## config.mk

```make
export PLATFORM = sky130hd
export DESIGN_NAME = count_report_retry_protocol_top
export DESIGN_NICKNAME = d
export VERILOG_FILES = /design/src/hw/rtl/crrp_pkg.sv /design/src/hw/rtl/crrp_cfg_regs.sv /design/src/hw/rtl/crrp_core.sv /design/src/hw/rtl/crrp_out_reg.sv /design/src/hw/rtl/count_report_retry_protocol_top.sv
export SDC_FILE = /design/constraint.sdc
export NUM_CORES = 1
export LEC_CHECK = 0
export ABC_AREA = 1
export BUFFER_PORTS_ARGS = -buffer_cell sky130_fd_sc_hd__clkbuf_2
export CAP_MARGIN = 5
export CORE_UTILIZATION = 60
export DETAILED_ROUTE_END_ITERATION = 10
export PLACE_DENSITY = 0.85
export SKIP_CTS_REPAIR_TIMING = 1
export SLEW_MARGIN = 20
export SYNTH_ARGS = -nofsm -noshare
export SYNTH_HDL_FRONTEND = slang
export SYNTH_SLANG_ARGS = --single-unit
```

## constraint.sdc

```tcl
create_clock -name clk -period 6 [get_ports clk]
set_input_delay 1.2 -clock clk [delete_from_list [all_inputs] [get_ports clk]]
set_output_delay 1.2 -clock clk [all_outputs]
set_load 0.02 [all_outputs]
```

## src/hw/rtl/crrp_pkg.sv

```systemverilog
package crrp_pkg;

    localparam int EVENT_W    = 32;
    localparam int TICK_W     = 8;
    localparam int LIMIT_W    = 16;
    localparam int WAIT_W     = LIMIT_W + 1;
    localparam int CFG_IDX_W  = 2;
    localparam int CFG_DATA_W = 16;
    localparam int IN_DATA_W  = 24;
    localparam int IN_USER_W  = 3;
    localparam int OUT_DATA_W = 56;
    localparam int OUT_USER_W = 2;

    // action codes
    localparam logic [2:0] ACT_PULSE   = 3'd0;
    localparam logic [2:0] ACT_TICK    = 3'd1;
    localparam logic [2:0] ACT_POLL    = 3'd2;
    localparam logic [2:0] ACT_PARTIAL = 3'd3;
    localparam logic [2:0] ACT_GOOD    = 3'd4;
    localparam logic [2:0] ACT_BAD     = 3'd5;

    // result kinds
    localparam logic [1:0] KIND_NONE    = 2'd0;
    localparam logic [1:0] KIND_DATA    = 2'd1;
    localparam logic [1:0] KIND_ACCEPT  = 2'd2;
    localparam logic [1:0] KIND_ABANDON = 2'd3;

    // register indexes
    localparam logic [CFG_IDX_W-1:0] REG_TICKS_BEFORE_REPORT = 2'd0;
    localparam logic [CFG_IDX_W-1:0] REG_RESPONSE_WAIT_LIMIT = 2'd1;

    localparam logic [TICK_W-1:0]  TICKS_RESET = 8'd8;
    localparam logic [LIMIT_W-1:0] LIMIT_RESET = 16'd1000;

    localparam logic [7:0] FT_DATA   = 8'h90;
    localparam logic [7:0] FT_STATUS = 8'h8B;

    localparam logic [1:0] MAX_RETRY = 2'd3;

    localparam logic [7:0] CH_C = 8'h43;
    localparam logic [7:0] CH_N = 8'h4E;
    localparam logic [7:0] CH_E = 8'h45;
    localparam logic [7:0] CH_T = 8'h54;
    localparam logic [7:0] CH_A = 8'h41;
    localparam logic [7:0] CH_W = 8'h57;
    localparam logic [7:0] CH_S = 8'h53;

    typedef struct packed {
        logic [2:0] action;
        logic [7:0] frame_type;
        logic [7:0] delivery_status;
        logic [7:0] first_data_byte;
    } in_item_t;

    typedef struct packed {
        logic [1:0]         message_kind;
        logic [7:0]         command_char;
        logic [EVENT_W-1:0] count_value;
        logic [7:0]         check_byte;
        logic               keep_awake;
    } result_t;

    typedef struct packed {
        logic [TICK_W-1:0]  ticks_before_report;
        logic [LIMIT_W-1:0] response_wait_limit;
    } cfg_t;

endpackage

```

## src/hw/rtl/crrp_cfg_regs.sv

```systemverilog
module crrp_cfg_regs (
    input  logic                                 clk,
    input  logic                                 rst_n,
    input  logic                                 cfg_valid,
    output logic                                 cfg_ready,
    input  logic [crrp_pkg::CFG_IDX_W-1:0]       cfg_index,
    input  logic [crrp_pkg::CFG_DATA_W-1:0]      cfg_data,
    output crrp_pkg::cfg_t                       cfg
);
    import crrp_pkg::*;

    cfg_t cfg_reg;

    assign cfg_ready = 1'b1;
    assign cfg       = cfg_reg;

    always_ff @(posedge clk or negedge rst_n)
    begin
        if (!rst_n)
        begin
            cfg_reg.ticks_before_report <= TICKS_RESET;
            cfg_reg.response_wait_limit <= LIMIT_RESET;
        end
        else if (cfg_valid)
        begin
            case (cfg_index)
                REG_TICKS_BEFORE_REPORT:
                    cfg_reg.ticks_before_report <= cfg_data[TICK_W-1:0];
                REG_RESPONSE_WAIT_LIMIT:
                    cfg_reg.response_wait_limit <= cfg_data[LIMIT_W-1:0];
                default: ;
            endcase
        end
    end

endmodule

```

## src/hw/rtl/crrp_core.sv

```systemverilog
module crrp_core (
    input  logic              clk,
    input  logic              rst_n,
    input  logic              fire,
    input  crrp_pkg::in_item_t item,
    input  crrp_pkg::cfg_t    cfg,
    output logic              res_valid,
    output crrp_pkg::result_t res
);
    import crrp_pkg::*;

    logic [EVENT_W-1:0] event_reg, event_next;
    logic [TICK_W-1:0]  tick_reg, tick_next;
    logic               busy_reg, busy_next;
    logic [EVENT_W-1:0] snap_reg, snap_next;
    logic [7:0]         cmd_reg, cmd_next;
    logic [1:0]         retry_reg, retry_next;
    logic               deliv_reg, deliv_next;
    logic               seen_reg, seen_next;
    logic [WAIT_W-1:0]  wait_reg, wait_next;
    logic               awake_reg, awake_next;

    logic [EVENT_W-1:0] ev_after;
    logic [TICK_W-1:0]  tk_after;
    logic [1:0]         retry_inc;
    logic               bump_done;
    logic               link_ev, proceed, rdy, err, tmo, done, send;
    logic               d_v, s_v;

    function automatic logic [7:0] check_of(input logic [EVENT_W-1:0] v);
        logic [9:0] s;
        s = {2'b00, v[7:0]} + {2'b00, v[15:8]} + {2'b00, v[23:16]} + {2'b00, v[31:24]};
        return 8'(10'd0 - s);
    endfunction

    assign retry_inc = (retry_reg < MAX_RETRY) ? retry_reg + 2'd1 : retry_reg;
    assign bump_done = (retry_inc == MAX_RETRY);
    assign link_ev   = fire && busy_reg && (item.action == ACT_POLL
                       || item.action == ACT_PARTIAL || item.action == ACT_GOOD
                       || item.action == ACT_BAD);

    always_comb
    begin
        event_next = event_reg;
        tick_next  = tick_reg;
        busy_next  = busy_reg;
        snap_next  = snap_reg;
        cmd_next   = cmd_reg;
        retry_next = retry_reg;
        deliv_next = deliv_reg;
        seen_next  = seen_reg;
        wait_next  = wait_reg;
        awake_next = awake_reg;
        res_valid  = 1'b0;
        res        = '0;
        ev_after   = event_reg + ((item.action == ACT_PULSE) ? 32'd1 : 32'd0);
        tk_after   = tick_reg + ((item.action == ACT_TICK) ? 8'd1 : 8'd0);
        proceed    = 1'b0;
        rdy        = 1'b0;
        err        = 1'b0;
        tmo        = 1'b0;
        done       = 1'b0;
        send       = 1'b0;
        d_v        = deliv_reg;
        s_v        = seen_reg;

        // counting and report start
        if (fire && (item.action == ACT_PULSE || item.action == ACT_TICK))
        begin
            event_next = ev_after;
            tick_next  = tk_after;
            if (!busy_reg && tk_after > cfg.ticks_before_report)
            begin
                tick_next             = '0;
                busy_next             = 1'b1;
                snap_next             = ev_after;
                cmd_next              = CH_C;
                retry_next            = '0;
                wait_next             = '0;
                deliv_next            = 1'b0;
                seen_next             = 1'b0;
                res_valid             = 1'b1;
                res.message_kind      = KIND_DATA;
                res.command_char      = CH_C;
                res.count_value       = ev_after;
                res.check_byte        = check_of(ev_after);
                res.keep_awake        = awake_reg;
            end
        end

        // link events during a report cycle
        if (link_ev)
        begin
            if (item.action == ACT_POLL)
            begin
                if (wait_reg > {1'b0, cfg.response_wait_limit})
                begin
                    wait_next = '0;
                    tmo       = 1'b1;
                    d_v       = 1'b0;
                    s_v       = 1'b0;
                    proceed   = 1'b1;
                end
                else
                    wait_next = wait_reg + 1'b1;
            end
            else
            begin
                wait_next = '0;
                if (item.action != ACT_PARTIAL)
                begin
                    proceed = 1'b1;
                    if (item.action == ACT_GOOD && item.frame_type == FT_DATA)
                        rdy = 1'b1;
                    else if (item.frame_type == FT_STATUS)
                    begin
                        d_v = (item.action == ACT_GOOD) && (item.delivery_status == 8'd0);
                        s_v = 1'b1;
                    end
                    else
                    begin
                        err = 1'b1;
                        d_v = 1'b0;
                        s_v = 1'b0;
                    end
                end
            end

            if (proceed)
            begin
                if (d_v)
                begin
                    if (rdy)
                    begin
                        if (item.first_data_byte == CH_N)
                        begin
                            done       = bump_done;
                            retry_next = retry_inc;
                            cmd_next   = CH_N;
                            send       = 1'b1;
                            rdy        = 1'b0;
                        end
                        else if (item.first_data_byte == CH_A)
                        begin
                            event_next = event_reg - snap_reg;
                            done       = 1'b1;
                            rdy        = 1'b0;
                        end
                    end
                    else if (err)
                    begin
                        done       = bump_done;
                        retry_next = retry_inc;
                        cmd_next   = CH_E;
                        send       = 1'b1;
                    end
                end
                else if (s_v)
                begin
                    done       = bump_done;
                    retry_next = retry_inc;
                    send       = 1'b1;
                end
                else if (tmo)
                begin
                    done       = bump_done;
                    retry_next = retry_inc;
                    if (cmd_reg == CH_C)
                        cmd_next = CH_T;
                    send       = 1'b1;
                end

                if (rdy)
                begin
                    if (item.first_data_byte == CH_W)
                        awake_next = 1'b1;
                    else if (item.first_data_byte == CH_S)
                        awake_next = 1'b0;
                end

                deliv_next = d_v;
                seen_next  = s_v;

                if (done)
                begin
                    busy_next        = 1'b0;
                    res_valid        = 1'b1;
                    res.message_kind = (retry_next == MAX_RETRY) ? KIND_ABANDON : KIND_ACCEPT;
                    res.keep_awake   = awake_next;
                end
                else if (send)
                begin
                    deliv_next       = 1'b0;
                    seen_next        = 1'b0;
                    res_valid        = 1'b1;
                    res.message_kind = KIND_DATA;
                    res.command_char = cmd_next;
                    res.count_value  = snap_reg;
                    res.check_byte   = check_of(snap_reg);
                    res.keep_awake   = awake_next;
                end
            end
        end
    end

    always_ff @(posedge clk or negedge rst_n)
    begin
        if (!rst_n)
        begin
            event_reg <= '0;
            tick_reg  <= '0;
            busy_reg  <= 1'b0;
            snap_reg  <= '0;
            cmd_reg   <= CH_C;
            retry_reg <= '0;
            deliv_reg <= 1'b0;
            seen_reg  <= 1'b0;
            wait_reg  <= '0;
            awake_reg <= 1'b0;
        end
        else
        begin
            event_reg <= event_next;
            tick_reg  <= tick_next;
            busy_reg  <= busy_next;
            snap_reg  <= snap_next;
            cmd_reg   <= cmd_next;
            retry_reg <= retry_next;
            deliv_reg <= deliv_next;
            seen_reg  <= seen_next;
            wait_reg  <= wait_next;
            awake_reg <= awake_next;
        end
    end

endmodule

```

## src/hw/rtl/crrp_out_reg.sv

```systemverilog
module crrp_out_reg (
    input  logic                                clk,
    input  logic                                rst_n,
    input  logic                                load,
    input  crrp_pkg::result_t                   res,
    output logic                                out_free,
    output logic                                m_tvalid,
    input  logic                                m_tready,
    output logic [crrp_pkg::OUT_DATA_W-1:0]     m_tdata,
    output logic [crrp_pkg::OUT_USER_W-1:0]     m_tuser
);
    import crrp_pkg::*;

    logic    valid_reg, valid_next;
    result_t res_reg;

    assign out_free   = !valid_reg || m_tready;
    assign valid_next = load ? 1'b1 : (m_tready ? 1'b0 : valid_reg);

    always_ff @(posedge clk or negedge rst_n)
    begin
        if (!rst_n)
            valid_reg <= 1'b0;
        else
            valid_reg <= valid_next;
    end

    always_ff @(posedge clk)
    begin
        if (load)
            res_reg <= res;
    end

    assign m_tvalid = valid_reg;
    assign m_tuser  = res_reg.message_kind;
    assign m_tdata  = {7'd0, res_reg.keep_awake, res_reg.check_byte,
                       res_reg.count_value, res_reg.command_char};

endmodule

```

## src/hw/rtl/count_report_retry_protocol_top.sv

```systemverilog
// Channel  | Dir | Handshake          | Payload
// ---------+-----+--------------------+------------------------------------------
// s_       | in  | s_tvalid/s_tready  | tuser: action; tdata: frame_type,
//          |     |                    |   delivery_status, first_data_byte
// m_       | out | m_tvalid/m_tready  | tuser: message_kind; tdata: command_char,
//          |     |                    |   count_value, check_byte, keep_awake
// cfg_     | in  | cfg_valid/cfg_ready| cfg_index, cfg_data (always ready)
//
// One item per cycle while the result register is free; results are registered out.
// The input register feeds the decision logic, which updates the state and
// loads the result register in the same cycle.
// A full result register that is not taken stalls the input register; s_tready
// then drops once it holds an item. Reset clears all counters and flags at once.
module count_report_retry_protocol_top (
    input  logic                                clk,
    input  logic                                rst_n,
    input  logic                                s_tvalid,
    output logic                                s_tready,
    // [7:0] frame_type, [15:8] delivery_status, [23:16] first_data_byte
    input  logic [crrp_pkg::IN_DATA_W-1:0]      s_tdata,
    // [2:0] action
    input  logic [crrp_pkg::IN_USER_W-1:0]      s_tuser,
    output logic                                m_tvalid,
    input  logic                                m_tready,
    // [7:0] command_char, [39:8] count_value, [47:40] check_byte,
    // [48] keep_awake, [55:49] zero
    output logic [crrp_pkg::OUT_DATA_W-1:0]     m_tdata,
    // [1:0] message_kind
    output logic [crrp_pkg::OUT_USER_W-1:0]     m_tuser,
    input  logic                                cfg_valid,
    output logic                                cfg_ready,
    input  logic [crrp_pkg::CFG_IDX_W-1:0]      cfg_index,
    input  logic [crrp_pkg::CFG_DATA_W-1:0]     cfg_data
);
    import crrp_pkg::*;

    cfg_t     cfg;
    in_item_t item_reg;
    logic     in_valid_reg, in_valid_next;
    logic     out_free, fire, res_valid;
    result_t  res;

    assign fire          = in_valid_reg && out_free;
    assign s_tready      = !in_valid_reg || fire;
    assign in_valid_next = (s_tvalid && s_tready) ? 1'b1 : (fire ? 1'b0 : in_valid_reg);

    always_ff @(posedge clk or negedge rst_n)
    begin
        if (!rst_n)
            in_valid_reg <= 1'b0;
        else
            in_valid_reg <= in_valid_next;
    end

    always_ff @(posedge clk)
    begin
        if (s_tvalid && s_tready)
        begin
            item_reg.action          <= s_tuser;
            item_reg.frame_type      <= s_tdata[7:0];
            item_reg.delivery_status <= s_tdata[15:8];
            item_reg.first_data_byte <= s_tdata[23:16];
        end
    end

    crrp_cfg_regs u_cfg (
        .clk       (clk),
        .rst_n     (rst_n),
        .cfg_valid (cfg_valid),
        .cfg_ready (cfg_ready),
        .cfg_index (cfg_index),
        .cfg_data  (cfg_data),
        .cfg       (cfg)
    );

    crrp_core u_core (
        .clk       (clk),
        .rst_n     (rst_n),
        .fire      (fire),
        .item      (item_reg),
        .cfg       (cfg),
        .res_valid (res_valid),
        .res       (res)
    );

    crrp_out_reg u_out (
        .clk      (clk),
        .rst_n    (rst_n),
        .load     (res_valid),
        .res      (res),
        .out_free (out_free),
        .m_tvalid (m_tvalid),
        .m_tready (m_tready),
        .m_tdata  (m_tdata),
        .m_tuser  (m_tuser)
    );

endmodule

```

=== Word level (Yosys, flattened, before mapping) ===
Index checks and enable logic that the tools add are counted.

* Register bits: 207
* Output and inout port bits: 61

* Add/sub/neg operators: 13
* $lt $le $gt $ge: 3
* Equality and inequality tests: 16
* Muxes and demuxes: 128
* Reductions and logical operators: 29

{| class="wikitable"
|+ Operator list
! cell !! number
|-
| two-way mux 32 bit || 7
|-
| two-way mux 51 bit || 4
|-
| two-way mux 8 bit || 12
|-
| two-way mux 17 bit || 5
|-
| two-way mux 1 bit || 84
|-
| adder 8 bit || 7
|-
| two-way mux 50 bit || 1
|-
| two-way mux 48 bit || 1
|-
| equality test 8 x 7 -> 1 bit, second input constant || 5
|-
| adder 32 bit || 1
|-
| subtractor 32 bit || 1
|-
| two-way mux 2 bit || 14
|-
| adder 17 x 1 -> 17 bit, second input constant || 1
|-
| > comparator 17 x 16 -> 1 bit || 1
|-
| equality test 8 bit, second input constant || 2
|-
| subtractor 1 x 8 -> 8 bit, first input constant || 2
|-
| AND reduction 2 bit || 5
|-
| > comparator 8 bit || 1
|-
| logical AND 1 bit || 8
|-
| logical NOT 8 bit || 1
|-
| nonzero test 2 bit || 4
|-
| equality test 3 x 2 -> 1 bit, second input constant || 2
|-
| equality test 3 bit, second input constant || 2
|-
| logical OR 1 bit || 6
|-
| other kinds (9) || 12
|}

=== Depth between registers and ports, before layout ===
Gate-level depths: netlist of run 1.

* Word-level depth: 17
* Depth in mapped cells: 33
* Depth with buffers taken out: 33

=== Cells and area by module ===
A second synthesis of run 1 with hierarchy kept.

* Cell total of the unflattened synthesis: 1715
* Area total of the unflattened synthesis: 13880.8 um^2

{| class="wikitable"
|+ By module, submodules not included
! module !! times used !! cells each !! area an instance (um^2)
|-
| crrp_core || 1 || 1507 || 10351.2
|-
| crrp_out_reg || 1 || 64 || 1632.8
|-
| crrp_cfg_regs || 1 || 109 || 1033.5
|-
| count_report_retry_protocol_top || 1 || 35 || 863.3
|}

=== Least setup slack after synthesis of run 1 ===
OpenSTA, ideal clock, no wires.

* Path kind: reg2reg
* Start: register item_reg[25] (netlist name)
* End: register u_out.res_reg (netlist bit u_out.m_tdata[47]) (data pin)
* Library setup time: 258 ps
* Data arrival time: 4500 ps
* Required time: 5742 ps
* Path slack: 1242 ps
* Stages on the path, launching flop included: 33
* Clock period less this slack: 4758 ps
* Cell sequence: edfxtp_1 > nor2_1 > inv_1 > nor2_1 > ha_1 > ha_1 > nand2_1 > inv_1 > nand2_1 > nor2_2 > nand2_2 > nor2_4 > nand4_1 > nor2_1 > nand2_1 > nand2_1 > inv_1 > fa_1 > inv_1 > fa_1 > ha_1 > ha_1 > a21oi_1 > nand2_1 > nand2_1 > nand2_1 > a21oi_1 > nand3b_1 > nand2_1 > nand3_1 > nand3b_1 > nand3_1 > o21ai_1

{| class="wikitable"
|+ RTL lines
! item !! line !! RTL
|-
| from (decl) || count_report_retry_protocol_top.sv:38 || <nowiki>in_item_t item_reg;</nowiki>
|-
| to (signal assigned) || crrp_out_reg.sv:31 || <nowiki>res_reg <= res;</nowiki>
|-
| to (decl) || crrp_out_reg.sv:15 || <nowiki>result_t res_reg;</nowiki>
|}

==> results.tsv, run 1 <==
stage	metric	value	unit
synthesis	Synth Area in Simple Gates	23.2	%
place	DPL Wire Length	29.7	mm
global_route	first-pass GRT wire length	60.7	mm
die	core box area	0.0226	mm²
global_route	total gr overflow	0	
power	total power density per cell area	304	mW/mm²
layout	Design Area, Final	0.0153	mm²
layout	fin util	67.7	%
timing	Fmax	184	MHz
die	die area	0.0235	mm²
detailed_routing	# DRC	0	
timing	Tcrit/Tclk final	90.7	%
place	Final GP Congestion	0.957	
layout	commonest non-fill, non-tap cell in the layout	nand2_1	
die	die height	153	µm
cts	CTS tree	yes	
timing	Clock Skews	0.0114	ns
power	Leakage	0.00766	µW
cts	clock sinks	207	
synthesis	Synth Area in XOR/XNOR	4.20	%
detailed_routing	routed vias	12100	
detailed_routing	via/cell ratio	5.73	
min_path	worst min path class	flip-flop to flip-flop	
place	placed instance area	0.0145	mm²
cts	Clock Tree Buf Depth	3	
detailed_routing	drt first-iter violations	1020	
status	status	complete, no violations	
global_route	largest net degree at the start of global routing	64	
detailed_routing	Detailed Route WL	38.1	mm
critical_path	R2R Setup Slk	0.56	ns
synthesis	synthesized area per cell	8.07	µm²
critical_path	crit path DAT	5.70	ns
timing	Hold Violations, Final	0	
min_path	WHS Path Cells	2	
layout	most frequent cells in the layout	nand2_1 (371), inv_1 (253), nor2_1 (165)	
job	max-cap violation count	0	
global_route	vias in the first global route	11500	
die	Row Count	55	
timing	Finish-stage setup viols	0	
power	Peak supply drop	0.255	mV
cts	clk slew on worst S/H paths	0.06	ns
timing	worst slew pin tran	1.03	ns
timing	Final Max Slew Viols	0	
timing	RSZ-0062 raised after global routing	false	
die	Die Wd	153	µm
critical_path	max incr delay on CP	0.52	ns
synthesis	register area share after synthesis	40.6	%
detailed_routing	Antenna Nets Post-Route	0	
global_route	GRT Util Overall	33.1	%
critical_path	Critical-path top delay cell	fa_1	
critical_path	type of origin of the critical path	flip-flop	
timing	Setup Total Neg Slack	0	ns
synthesis	share of the synthesized area in the top cell type	21.6	%
critical_path	worst-path fanout max	5	
synthesis	Synth area leaders	dfrtp_1 (22%), edfxtp_1 (17%), nand2_1 (10%)	
synthesis	mux cell area share after synthesis	0.155	%
synthesis	Post-Synthesis Cells	1706	
cts	worst skew pair latency	0.53	ns
die	Initial Util	61.0	%
layout	final net count	1973	
layout	antenna cells	0	
layout	ratio of cells with drive above 1 in the final layout	11.4	%
synthesis	Post-Synth Adder-Cell Area	11.9	%
synthesis	Async SR Flop Fraction	62.3	%
critical_path	Most common cell on crit path	nand2_1	
global_route	initial antenna violation count	0	
critical_path	R2R cell count	32	
synthesis	main combinational cell family by area after synthesis	simple AND/OR/NAND/NOR gates	
critical_path	Setup CP Type	flip-flop to flip-flop	
cts	total CTS buffers	24	
synthesis	Synth Register Bits	207	
place	I/O Buffers	102	
synthesis	EDFF count, synth	78	
detailed_routing	wire per inst	18.0	µm
die	I/O pin count	111	
power	total power	4650	µW
synthesis	Unique masters post-synth	54	
critical_path	Critical Path RT	6.26	ns
layout	area growth from synthesis to layout	11.0	%
cts	CTS HTree Levels	1	
synthesis	Mapped Area	0.0138	mm²
timing	fin crit period	5.44	ns
synthesis	Yosys Warn Count	0	
synthesis	Primary FF master, synth	dfrtp_1	
layout	max reg flops	49	
timing	Max-slew headroom	31.5	%
critical_path	Critical Path Sink Type	flip-flop	
synthesis	Compound-Gate Fraction of Synth Area	11.3	%
cts	clk root buf	clkbuf_16	
detailed_routing	DRT Pass-1 Iters	6	
synthesis	top cell type by total area after synthesis	dfrtp_1	
[metrics by stage]
step	instances	setup WS, ns	hold WS, ns
floorplan	1712	1.24	0.453
global placement	2068	0.857	0.468
detailed placement	2068	0.652	0.475
CTS	2111	0.619	0.489
global route	2112	0.0120	0.508
finish	2112	0.558	0.488
[synth_stat cells (16+ instances only)]
cell type and instances:
fa_1 29, ha_1 84, o21ai_0 131, clkbuf_1 18, xor2_1 50, inv_1 254, nor2_1 166, edfxtp_1 78
nand4_1 33, nor3_1 24, xnor2_1 16, a21oi_1 68, dfrtp_1 119, nand2_1 371, nand3_1 86
[worst paths after layout]
| check | from | to |
|---|---|---|
| setup / recovery | item_reg[25]$_DFFE_PP_ | u_out.m_tdata[47]$_DFFE_PP_ |
| setup reg to reg | item_reg[25]$_DFFE_PP_ | u_out.m_tdata[47]$_DFFE_PP_ |
| max in group asynchronous | rst_n | u_core.wait_reg[7]$_DFFE_PN0P_ |
| hold / removal | u_cfg.cfg[17]$_DFFE_PN0P_ | u_cfg.cfg[17]$_DFFE_PN0P_ |
| min in group asynchronous | rst_n | u_core.snap_reg[18]$_DFFE_PN0P_ |
| hold reg to reg | u_cfg.cfg[17]$_DFFE_PN0P_ | u_cfg.cfg[17]$_DFFE_PN0P_ |
[area by class of cell]
type | instances | area (µm²)
clock buffer | 36 | 697
clock inverter | 7 | 53.8
fill | 1843 | 7290
inverter | 262 | 983
multi-input combinational | 1205 | 7030
sequential | 207 | 5580
tap | 285 | 357
timing repair buffer | 110 | 577
[cell families after synthesis]
family,Yosys count
compound gates,279
simple gates,737
fa+ha+maj,113
mux,2
xor+xnor,66
flops,207
buf+inv,300
other cells,2
[critical path, delay by kind of cell, from the launching register on]
family                   cells  cell delay (ns)
buffers and inverters        4             0.33
AO/OA/AOI/OAI                3             0.44
AND/OR/NAND/NOR             19             1.92
adder cells (fa/ha/maj)      6             2.10
flip-flops                   1             0.40
[metal layers]
layer	up-vias	track usage, %	part of all wire, %
met2	590	52.6	45
met5	-	0	0
met4	0	8.81	2.5
li1	5760	-	-
met3	71	5.02	8.6
met1	5674	47.6	44
[power by group]
part / internal (µW) / leakage, µW / switching [µW] / total [µW]
clock network: 805 / 0.000366 / 579 / 1380
logic: 532 / 0.00506 / 982 / 1510
registers: 1630 / 0.00224 / 120 / 1750
total: 2970 / 0.00766 / 1680 / 4650
(Power assumes the default switching activity.)
==> run 2: changes to the inputs <==
--- a/config.mk
+++ b/config.mk
@@ -5,7 +5,6 @@
 export SDC_FILE = /design/constraint.sdc
 export NUM_CORES = 1
 export LEC_CHECK = 0
-export ABC_AREA = 1
 export BUFFER_PORTS_ARGS = -buffer_cell sky130_fd_sc_hd__clkbuf_2
 export CAP_MARGIN = 5
 export CORE_UTILIZATION = 60
==> run 2 against run 1 <==
Combinational power grew 9%. Global-route usage fell by 2.9 points. Register-to-register slack worse by 0.31 ns. Design area shrank 6.0%. Critical path type unchanged. Sequential share of layout area rose by 2.3 points. Final cell count decreased by 20%. Total power is 2.2% higher. Critical endpoint unchanged.
==> results.tsv, run 2 <==
stage	metric	value	unit	change
status	status	complete, no violations		
critical_path	Setup CP Type	flip-flop to flip-flop		
cts	clk slew on worst S/H paths	0.06	ns	about the same
critical_path	max incr delay on CP	0.52	ns	about the same
place	placed instance area	0.0136	mm²	-6.3%
global_route	first-pass GRT wire length	52.2	mm	-14%
layout	multi-input logic area	0.00670	mm²	-4.7%
cts	total CTS buffers	23		-4.2%
synthesis	Mapped Area	0.0128	mm²	-6.8%
detailed_routing	via/cell ratio	6.14		+7.3%
synthesis	EDFF count, synth	78		unchanged
place	DPL Wire Length	23.5	mm	-21%
critical_path	Critical-path top delay cell	fa_1		
synthesis	Post-Synthesis Cells	1298		-24%
timing	Hold Slack	0.487	ns	-0.00125 ns
critical_path	CP cell instances	nor3_2 -> ha_1 -> ha_1 -> nand3_1 -> nor4_2 -> buf_4 -> nand3_1 -> nor3_2 -> nand3_1 -> xnor2_2 -> fa_1 -> inv_1 -> fa_1 -> ha_1 -> ha_1 -> a21o_1 -> a21o_1 -> a21oi_1 -> xnor2_1 -> xnor2_1 -> xnor2_1 -> o22ai_1		
critical_path	Worst Path Buf+Inv	2		-2
detailed_routing	# DRC	0		unchanged
die	Row Count	53		-3.6%
job	max-cap violation count	0		unchanged
cts	CTS tree	yes		
critical_path	worst r2r src	item_reg[26]$_DFFE_PP_		
layout	most frequent cells in the layout	nand2_1 (143), dfrtp_1 (119), o21ai_0 (108)		
synthesis	cell with the most instances after synthesis	nand2_1		
synthesis	top post-synthesis cells by count	nand2_1 (144), dfrtp_1 (119), o21ai_0 (108)		
synthesis	Primary FF master, synth	dfrtp_1		
die	core box area	0.0210	mm²	-6.9%
layout	commonest non-fill, non-tap cell in the layout	nand2_1		
timing	Finish-stage setup viols	0		unchanged
global_route	GRT Util Overall	30.3	%	-2.9 points
synthesis	register area share after synthesis	43.5	%	+2.9 points
layout	max reg flops	49		unchanged
min_path	Worst Min Path Start	u_core.snap_reg[17]$_DFFE_PN0P_		
timing	Final Max Slew Viols	0		unchanged
cts	worst skew pair latency	0.53	ns	about the same
critical_path	Most common cell on crit path	ha_1		
critical_path	R2R Setup Slk	0.25	ns	-0.31 ns
timing	Hold Violations, Final	0		unchanged
timing	Fmax	174	MHz	-5.4%
global_route	vias in the first global route	10100		-12%
critical_path	Critical Path RT	6.21	ns	-0.05 ns
layout	ratio of cells with drive above 1 in the final layout	14.5	%	+3.1 points
timing	Clock Skews	0.0241	ns	+0.0127 ns
critical_path	Critical Path Sink Type	flip-flop		
synthesis	Yosys Warn Count	0		unchanged
die	Initial Util	61.0	%	+0.061 points
timing	worst slew pin tran	1.02	ns	-0.00407 ns
cts	CTS HTree Levels	1		unchanged
synthesis	Async SR Flop Fraction	62.3	%	unchanged
detailed_routing	drt first-iter violations	1070		+4.9%
synthesis	Unique masters post-synth	79		+46%
timing	fin crit period	5.75	ns	+0.313 ns
global_route	initial antenna violation count	0		unchanged
critical_path	crit path DAT	5.96	ns	+0.26 ns
detailed_routing	routed vias	10400		-14%
layout	antenna cells	0		unchanged
layout	final net count	1562		-21%
detailed_routing	Antenna Nets Post-Route	0		unchanged
power	Peak supply drop	0.355	mV	+39%
die	die area	0.0220	mm²	-6.7%
timing	Tcrit/Tclk final	95.9	%	+5.2 points
layout	Design Area, Final	0.0144	mm²	-6.0%
detailed_routing	Detailed Route WL	32.9	mm	-14%
critical_path	worst-path fanout max	6		+1
synthesis	Synth Register Bits	207		unchanged
global_route	total gr overflow	0		unchanged
die	Die Wd	148	µm	-3.4%
power	Leakage	0.00650	µW	-15%
synthesis	Synth area leaders	dfrtp_1 (23%), edfxtp_1 (18%), ha_1 (8.2%)		
cts	clk root buf	clkbuf_16		
critical_path	Crit path max-delay family	adder cells		
synthesis	synthesized area per cell	9.88	µm²	+23%
synthesis	share of the synthesized area in the top cell type	23.2	%	+1.6 points
min_path	worst min path class	flip-flop to flip-flop		
detailed_routing	DRT Pass-1 Iters	6		unchanged
critical_path	type of origin of the critical path	flip-flop		
critical_path	Critical Path Start	item_reg[26]$_DFFE_PP_		
global_route	largest net degree at the start of global routing	74		+16%
layout	fin util	68.4	%	+0.67 points
die	die height	148	µm	-3.4%
timing	Max-slew headroom	31.6	%	+0.080 points
place	I/O Buffers	102		unchanged
cts	clock sinks	207		unchanged
layout	area growth from synthesis to layout	12.0	%	
place	Final GP Congestion	0.915		-4.4%
synthesis	top cell type by total area after synthesis	dfrtp_1		
layout	flip-flop and latch area	0.00558	mm²	unchanged
power	total power density per cell area	331	mW/mm²	+8.7%
detailed_routing	wire per inst	19.5	µm	+7.8%
die	I/O pin count	111		unchanged
layout	# fillers	1534		-17%
cts	Clock Tree Buf Depth	3		unchanged
==> run 2: changes by cell type in the layout (fill, tap and decap cells not counted), moves of 23 or more <==
| cell | change |
|---|---|
| and3_1 | +26 |
| inv_1 | -158 |
| nand2_1 | -228 |
| nand3_1 | -49 |
| nor2_1 | -81 |
| o21ai_0 | -23 |
| xnor2_1 | +46 |
==> run 2: layout make-up <==
| cell class | instances | share of cell area, % |
|---|---|---|
| clock inverter | 12 | 1.03 |
| inverter | 96 | 2.51 |
| multi-input combinational | 952 | 46.6 |
| timing repair buffer | 119 | 4.46 |
| tap | 275 | 2.39 |
| clock buffer | 29 | 4.16 |
| sequential | 207 | 38.9 |
==> run 2: metal layers <==
layer / up-vias / GRT usage (%) / share of wire, %
met1: 4973 / 41.5 / 41
li1: 4757 / - / -
met5: - / 0 / 0
met2: 563 / 48.9 / 46
met4: 0 / 10.6 / 3.6
met3: 91 / 4.88 / 9.2
==> run 2: logic make-up after synthesis <==
logic type,Yosys count,synth area share [%]
buffers and inverters,145,4.81
other,2,0.0585
AND/OR/NAND/NOR,396,15.0
flip-flops,207,43.5
AO/OA/AOI/OAI,305,14.7
multiplexers,21,1.82
XOR/XNOR,109,7.44
adder cells (fa/ha/maj),113,12.7
==> run 2: final timing paths <==
path,end,cells after the start
hold reg to reg,u_core.snap_reg[17]$_DFFE_PN0P_,2
max in group asynchronous,u_core.tick_reg[4]$_DFFE_PN0P_,2
hold / removal,u_core.snap_reg[17]$_DFFE_PN0P_,2
min in group asynchronous,u_cfg.cfg[11]$_DFFE_PN0P_,1
setup reg to reg,u_out.m_tdata[47]$_DFFE_PP_,22
setup / recovery,u_out.m_tdata[47]$_DFFE_PP_,22
==> run 2: where the power goes <==
part / total [µW] / internal (µW) / switching, µW
sequential: 1680 / 1600 / 82.7
combinational: 1650 / 717 / 932
clock: 1420 / 837 / 584
==> run 2: through the flow <==
| stage | setup WS (ns) | power (µW) | std cells | TNS [ns] |
|---|---|---|---|---|
| 2_1_floorplan | 0.626 | 2870 | 1304 | 0 |
| 3_3_place_gp | 0.311 | 3180 | 1649 | 0 |
| 5_1_grt | -0.0296 | 4990 | 1690 | -0.0296 |
| 3_5_place_dp | 0.222 | 3280 | 1649 | 0 |
| 4_1_cts | 0.131 | 4740 | 1690 | 0 |
| 6_report | 0.245 | 4750 | 1690 | 0 |
==> run 2: tightest hold or removal path, stage by stage, from the launching register on <==
cell and delay (ns):
dfrtp_1 0.35, nand2_1 0.05, o21ai_0 0.06
